$ cat config.mk
export PLATFORM = sky130hd
export DESIGN_NAME = fixed_block_pool_allocator
export DESIGN_NICKNAME = d
export VERILOG_FILES = /design/src/hdl/fbpa_pkg.sv /design/src/hdl/fixed_block_pool_allocator.sv /design/src/hdl/fbpa_ram.sv /design/src/hdl/fbpa_ctrl.sv
export SDC_FILE = /design/constraint.sdc
export NUM_CORES = 2
export LEC_CHECK = 0
export BUFFER_PORTS_ARGS = -buffer_cell sky130_fd_sc_hd__buf_2
export CORE_ASPECT_RATIO = 1.4
export CORE_UTILIZATION = 40
export DETAILED_ROUTE_END_ITERATION = 8
export HOLD_SLACK_MARGIN = 0.05
export PLACE_DENSITY = 0.57
export SKIP_CTS_REPAIR_TIMING = 1
export SYNTH_ARGS = -nofsm -noshare
export SYNTH_HDL_FRONTEND = slang
export SYNTH_SLANG_ARGS = --single-unit
$ cat constraint.sdc
create_clock -name clk -period 16.3 [get_ports clk]
set_input_delay 1.63 -clock clk [delete_from_list [all_inputs] [get_ports clk]]
set_output_delay 1.63 -clock clk [all_outputs]
set_load 0.03 [all_outputs]
$ cat src/hdl/fbpa_pkg.sv
// ----------------------------------------------------------------------------
// fbpa_pkg
// shared types and constants of the fixed block pool allocator
// ----------------------------------------------------------------------------
package fbpa_pkg;

  localparam int MAX_CHUNKS = 256;
  localparam int IDX_W      = 8;
  localparam int COUNT_W    = 9;
  localparam int ENTRY_W    = IDX_W + 1;

  localparam logic [COUNT_W-1:0] MAX_COUNT = COUNT_W'(MAX_CHUNKS);

  typedef enum logic {
    KIND_ALLOC = 1'b0,
    KIND_FREE  = 1'b1
  } kind_t;

  typedef enum logic [1:0] {
    STAT_OK           = 2'd0,
    STAT_EMPTY        = 2'd1,
    STAT_ALREADY_FREE = 2'd2,
    STAT_RANGE        = 2'd3
  } status_t;

  typedef enum logic {
    FSM_IDLE = 1'b0,
    FSM_EXEC = 1'b1
  } fsm_state_t;

  // one request item
  typedef struct packed {
    kind_t            kind;
    logic [IDX_W-1:0] chunk_index;
  } req_t;

  // one result item
  typedef struct packed {
    status_t          status;
    logic [IDX_W-1:0] granted_index;
  } rsp_t;

  // one word of the pool memory: allocated mark and free-list link
  typedef struct packed {
    logic             mark;
    logic [IDX_W-1:0] link;
  } entry_t;

  // access to the pool memory
  typedef struct packed {
    logic             en;
    logic             we;
    logic [IDX_W-1:0] addr;
    entry_t           wdata;
  } mem_req_t;

endpackage

$ cat src/hdl/fixed_block_pool_allocator.sv
// ----------------------------------------------------------------------------
// fixed_block_pool_allocator
// pool allocator for equal-size chunks with a lifo free list in block ram
// ----------------------------------------------------------------------------
//
//  channel   ports                   transfer when
//  --------  ----------------------  ---------------------------------
//  request   start, busy, req        rising edge with start high, busy low
//  result    done, rsp               every rising edge that ends a done cycle
//  config    cfg_we, cfg_data        rising edge with cfg_we high
//
//  each request takes two steps: a read of the pool entry from the single
//  port ram, then a decision and write-back; the next request is taken in
//  the cycle after that, so a new request is never taken while one is in work
//  the result shows on done/rsp in the cycle after the write-back cycle, while
//  the next request may already be transferred
//  reset (synchronous, rst high) leaves 256 chunks, all free; it needs no
//  sweep of the ram, as marks at or above the fresh count are taken as clear
//  the receiver cannot stall results, so nothing ever backs up
//
module fixed_block_pool_allocator (
  input  logic                         clk,
  input  logic                         rst,
  input  logic                         start,
  output logic                         busy,
  input  fbpa_pkg::req_t               req,
  output logic                         done,
  output fbpa_pkg::rsp_t               rsp,
  input  logic                         cfg_we,
  input  logic [fbpa_pkg::COUNT_W-1:0] cfg_data
);

  // chunk count register; values above the pool size act as the pool size
  logic [fbpa_pkg::COUNT_W-1:0] num_chunks;
  logic [fbpa_pkg::COUNT_W-1:0] eff_count;

  fbpa_pkg::mem_req_t mem_req;
  fbpa_pkg::entry_t   rd_entry;
  logic               res_valid;
  fbpa_pkg::rsp_t     res;

  always_ff @(posedge clk) begin
    if (rst) begin
      num_chunks <= fbpa_pkg::MAX_COUNT;
    end else if (cfg_we) begin
      num_chunks <= cfg_data;
    end
  end

  assign eff_count = (num_chunks > fbpa_pkg::MAX_COUNT) ? fbpa_pkg::MAX_COUNT : num_chunks;

  // sequencer: free-list head, list length and fresh count live here
  fbpa_ctrl u_ctrl (
    .clk       (clk),
    .rst       (rst),
    .start     (start),
    .req       (req),
    .rebuild   (cfg_we),
    .eff_count (eff_count),
    .rd_entry  (rd_entry),
    .busy      (busy),
    .mem_req   (mem_req),
    .res_valid (res_valid),
    .res       (res)
  );

  // pool memory: one word per chunk holding its allocated mark and link
  fbpa_ram #(
    .DEPTH (fbpa_pkg::MAX_CHUNKS),
    .WIDTH (fbpa_pkg::ENTRY_W)
  ) u_ram (
    .clk   (clk),
    .en    (mem_req.en),
    .we    (mem_req.we),
    .addr  (mem_req.addr),
    .wdata (mem_req.wdata),
    .rdata (rd_entry)
  );

  // result register parts the sequencer from the receiver
  always_ff @(posedge clk) begin
    if (rst) begin
      done <= 1'b0;
    end else begin
      done <= res_valid;
    end
  end

  always_ff @(posedge clk) begin
    if (res_valid) begin
      rsp <= res;
    end
  end

endmodule

$ cat src/hdl/fbpa_ram.sv
// ----------------------------------------------------------------------------
// fbpa_ram
// single-port synchronous ram, registered read data
// ----------------------------------------------------------------------------
module fbpa_ram #(
  parameter int DEPTH  = 256,
  parameter int WIDTH  = 9,
  parameter int ADDR_W = $clog2(DEPTH)
) (
  input  logic              clk,
  input  logic              en,
  input  logic              we,
  input  logic [ADDR_W-1:0] addr,
  input  logic [WIDTH-1:0]  wdata,
  output logic [WIDTH-1:0]  rdata
);

  logic [WIDTH-1:0] mem [DEPTH];

  always_ff @(posedge clk) begin
    if (en) begin
      if (we) begin
        mem[addr] <= wdata;
      end
      rdata <= mem[addr];
    end
  end

endmodule

$ cat src/hdl/fbpa_ctrl.sv
// ----------------------------------------------------------------------------
// fbpa_ctrl
// request sequencer: reads the pool entry, decides, writes it back
// ----------------------------------------------------------------------------
module fbpa_ctrl (
  input  logic                         clk,
  input  logic                         rst,
  input  logic                         start,
  input  fbpa_pkg::req_t               req,
  input  logic                         rebuild,
  input  logic [fbpa_pkg::COUNT_W-1:0] eff_count,
  input  fbpa_pkg::entry_t             rd_entry,
  output logic                         busy,
  output fbpa_pkg::mem_req_t           mem_req,
  output logic                         res_valid,
  output fbpa_pkg::rsp_t               res
);

  fbpa_pkg::fsm_state_t state, state_next;

  fbpa_pkg::kind_t                op_kind;
  logic [fbpa_pkg::IDX_W-1:0]     op_idx;
  logic [fbpa_pkg::IDX_W-1:0]     free_head, free_head_next;
  logic [fbpa_pkg::COUNT_W-1:0]   list_len, list_len_next;
  logic [fbpa_pkg::COUNT_W-1:0]   fresh_count, fresh_count_next;

  logic accept;
  logic idx_in_range;
  logic idx_allocated;

  assign accept = start && (state == fbpa_pkg::FSM_IDLE);

  // next state
  always_comb begin
    state_next = state;
    case (state)
      fbpa_pkg::FSM_IDLE: begin
        if (accept) begin
          state_next = fbpa_pkg::FSM_EXEC;
        end
      end
      fbpa_pkg::FSM_EXEC: begin
        state_next = fbpa_pkg::FSM_IDLE;
      end
      default: begin
        state_next = fbpa_pkg::FSM_IDLE;
      end
    endcase
  end

  // entries at or above the fresh count were never handed out since rebuild
  assign idx_in_range  = {1'b0, op_idx} < eff_count;
  assign idx_allocated = ({1'b0, op_idx} < fresh_count) && rd_entry.mark;

  // outputs and free-list update
  always_comb begin
    busy             = 1'b0;
    res_valid        = 1'b0;
    res.status       = fbpa_pkg::STAT_OK;
    res.granted_index = '0;
    mem_req.en       = 1'b0;
    mem_req.we       = 1'b0;
    mem_req.addr     = free_head;
    mem_req.wdata    = rd_entry;
    free_head_next   = free_head;
    list_len_next    = list_len;
    fresh_count_next = fresh_count;
    case (state)
      fbpa_pkg::FSM_IDLE: begin
        mem_req.en   = start;
        mem_req.addr = (req.kind == fbpa_pkg::KIND_FREE) ? req.chunk_index : free_head;
      end
      fbpa_pkg::FSM_EXEC: begin
        busy      = 1'b1;
        res_valid = 1'b1;
        if (op_kind == fbpa_pkg::KIND_ALLOC) begin
          if (list_len != '0) begin
            // pop the most recently freed chunk
            res.granted_index  = free_head;
            mem_req.en         = 1'b1;
            mem_req.we         = 1'b1;
            mem_req.addr       = free_head;
            mem_req.wdata.mark = 1'b1;
            mem_req.wdata.link = rd_entry.link;
            free_head_next     = rd_entry.link;
            list_len_next      = list_len - 1'b1;
          end else if (fresh_count < eff_count) begin
            // hand out the next never-used chunk
            res.granted_index  = fresh_count[fbpa_pkg::IDX_W-1:0];
            mem_req.en         = 1'b1;
            mem_req.we         = 1'b1;
            mem_req.addr       = fresh_count[fbpa_pkg::IDX_W-1:0];
            mem_req.wdata.mark = 1'b1;
            mem_req.wdata.link = '0;
            fresh_count_next   = fresh_count + 1'b1;
          end else begin
            res.status = fbpa_pkg::STAT_EMPTY;
          end
        end else begin
          if (!idx_in_range) begin
            res.status = fbpa_pkg::STAT_RANGE;
          end else if (!idx_allocated) begin
            res.status = fbpa_pkg::STAT_ALREADY_FREE;
          end else begin
            // push the chunk on top of the free list
            mem_req.en         = 1'b1;
            mem_req.we         = 1'b1;
            mem_req.addr       = op_idx;
            mem_req.wdata.mark = 1'b0;
            mem_req.wdata.link = free_head;
            free_head_next     = op_idx;
            list_len_next      = list_len + 1'b1;
          end
        end
      end
      default: begin
        busy = 1'b0;
      end
    endcase
  end

  always_ff @(posedge clk) begin
    if (rst) begin
      state       <= fbpa_pkg::FSM_IDLE;
      free_head   <= '0;
      list_len    <= '0;
      fresh_count <= '0;
    end else begin
      state <= state_next;
      if (rebuild) begin
        free_head   <= '0;
        list_len    <= '0;
        fresh_count <= '0;
      end else begin
        free_head   <= free_head_next;
        list_len    <= list_len_next;
        fresh_count <= fresh_count_next;
      end
    end
  end

  always_ff @(posedge clk) begin
    if (accept) begin
      op_kind <= req.kind;
      op_idx  <= req.chunk_index;
    end
  end

endmodule

==> impl_metrics.ini <==
[final_layout]
finalNetCount = 4512
post-route-cell-area_mm2 = 0.103
stdcell_count = 7665
area_growth_syn_to_layout_pct = 11.4
fin_util = 0.448
drive_gt1_frac = 0.230

[logic_synthesis]
synthTopCellsByArea = edfxtp_1, mux4_2, nor2_1
ys_ff_latch = 2369
synth_top_cell_by_area = edfxtp_1
ys_async_sr_fraction = 0
ys.warnings.count = 0
synth_edf_count = 2332
synth_area_mm2 = 0.0921
synth_top_area_frac = 0.761
syn-num-nets = 4391
syn_inst = 4338
synth_seq_area_share = 0.769
syn_avg_cell_area_um2 = 21.2
synthFlopType = edfxtp_1
ys_types = 64

[floorplan]
start_util = 0.402
core_mm2 = 0.229
dieHeight_um = 570
boundaryPins = 34
row_count = 208
die_w_um = 407
die_area_mm2 = 0.232

[drt]
dr.pass1.iters = 6
vias_per_cell = 5.80
vias = 44500
drtIter0Drc = 4676
avgRoutedWirePerCell_um = 30.8
ant_nets = 0
finalWirelength_mm = 236
drc = 0

[power]
vdd_drop_max_mv = 0.0860
p_leak_nw = 30.9
total_power_mw = 13.2
power_density_mw_per_mm2 = 129

[worst_setup_path]
ff2ff_path_depth = 18
setup.worst_path.start_class = register
worstSetupPathType = reg -> reg
endpoint_kind = register
crit_arrival_ns = 8.80
crit_required_ns = 16.85
regToRegSetupSlack_ns = 8.05
cp_max_fo = 107

[clock_tree]
cts_made_buffers = 217
cts.sinks = 2369
clock_tree.root_cell = clkbuf_16
clk_path_buf_depth = 4
cts-htree-levels = 4
clk_latency_ns = 0.87
clk_pin_slew_ns = 0.07
cts_tree = built

[sta]
finalHoldViolCount = 0
slew_violations = 0
skew_ns = 0.0631
min_period_over_period = 0.506
relSlewSlack = 0.165
tightest_slew_ns = 1.25
setup_ws_ns = 8.05
hold_slack_ns = 0.514
setup_violations = 0
fin_tns_setup_ns = 0
max_clock_freq_ghz = 0.121
post-route-min-period_ns = 8.25
rsz0062_at_grt = false

[grt]
grt_pass1_wl_mm = 336
grt-ovfl-total = 0
grt_max_degree = 132
grt_antenna_before_repair = 6
grt_pass1_vias = 45500
grtUsageTotal = 0.200

[status]
status = finished, final reports clean

[placement]
dpl_worst_slack_ns = 7.79
hpwl_mm = 143
gp_congestion = 0.868
placed_cells = 7285
io_buffers = 33
place_area_mm2 = 0.0960

[hold_path]
whs_path_depth = 2
hold_path.class = reg -> reg

[job]
drv_cap = 0
## flip-flops by register name (all words and copies together), names as in the netlist
register,flops
u_ctrl.free_head,8
u_ctrl.state,1
u_ctrl.fresh_count,9
u_ram.rdata,9
u_ctrl.op_kind,1
done,1
u_ctrl.list_len,9
rsp,10
u_ram.mem,2304
num_chunks,9
u_ctrl.op_idx,8
## cell usage after synthesis, types with 34 or more instances
cell type	instances
edfxtp_1	2332
a22o_1	77
nand2_1	108
a22oi_1	64
buf_4	34
buf_2	77
o22ai_1	55
a21oi_1	45
nor2_1	328
mux2i_1	78
nand3_1	40
a221oi_1	76
mux4_2	572
nor3_1	34
clkbuf_1	105
dfxtp_1	37
## cells in the final DEF (no fill, tap or decap), types with 38 or more instances in the layout
cell,count
clkinv_1,55
a22oi_1,64
clkinv_2,38
mux4_2,572
nor2_1,325
edfxtp_1,2332
buf_4,115
a22o_1,77
nand2_1,106
mux2i_1,78
o22ai_1,55
clkbuf_1,46
clkbuf_16,222
a21oi_1,43
a221oi_1,76
## final cells by class
cell class | instances | area [um^2]
inverter | 18 | 67.6
clock buffer | 269 | 5740
timing repair buffer | 156 | 1190
sequential | 2369 | 70800
multi-input combinational | 1697 | 20100
clock inverter | 110 | 842
antenna | 1 | 2.50
fill | 19400 | 126000
tap | 3045 | 3810
## layer usage
| metal | share of wire | vias to the layer above | global-route usage |
|---|---|---|---|
| met5 | 0.000055 | - | 0 |
| li1 | - | 18500 | - |
| met3 | 0.053 | 367 | 0.0234 |
| met4 | 0.033 | 2 | 0.0653 |
| met1 | 0.38 | 24100 | 0.252 |
| met2 | 0.53 | 1528 | 0.359 |
## power by group
group / internal, mW / total (mW) / switching, mW
logic: 0.358 / 1.27 / 0.910
registers: 7.06 / 7.08 / 0.0213
clock network: 2.69 / 4.87 / 2.18
total: 10.1 / 13.2 / 3.11
## worst max-delay path, cell delays in order (launching register included)
cell	delay, ns
dfxtp_1	0.38
clkinv_1	0.27
nand2_1	0.18
ha_1	0.26
a21o_1	0.19
a21oi_1	0.25
o2111ai_1	0.15
buf_4	0.22
a211oi_1	0.39
or4_4	0.73
buf_12	0.64
buf_4	0.78
buf_12	0.68
mux4_2	0.59
a22o_1	0.25
a221oi_1	0.39
o22ai_1	0.27
nor3_1	0.81
nor4_1	0.13
## logic make-up after synthesis
logic type,count (synthesis),synth area share
flip-flops,2369,0.769
AND/OR/NAND/NOR,566,0.0260
XOR/XNOR,16,0.00152
adder cells (fa/ha/maj),31,0.00429
multiplexers,652,0.149
buffers and inverters,272,0.0159
AO/OA/AOI/OAI,432,0.0350
## final timing paths
check,start,to
min reg2reg,num_chunks[2],num_chunks[2]
max,num_chunks[8],u_ram.rdata[3]
min,num_chunks[2],num_chunks[2]
max reg2reg,num_chunks[8],u_ram.rdata[3]
Power figures use the tool's default switching activity.
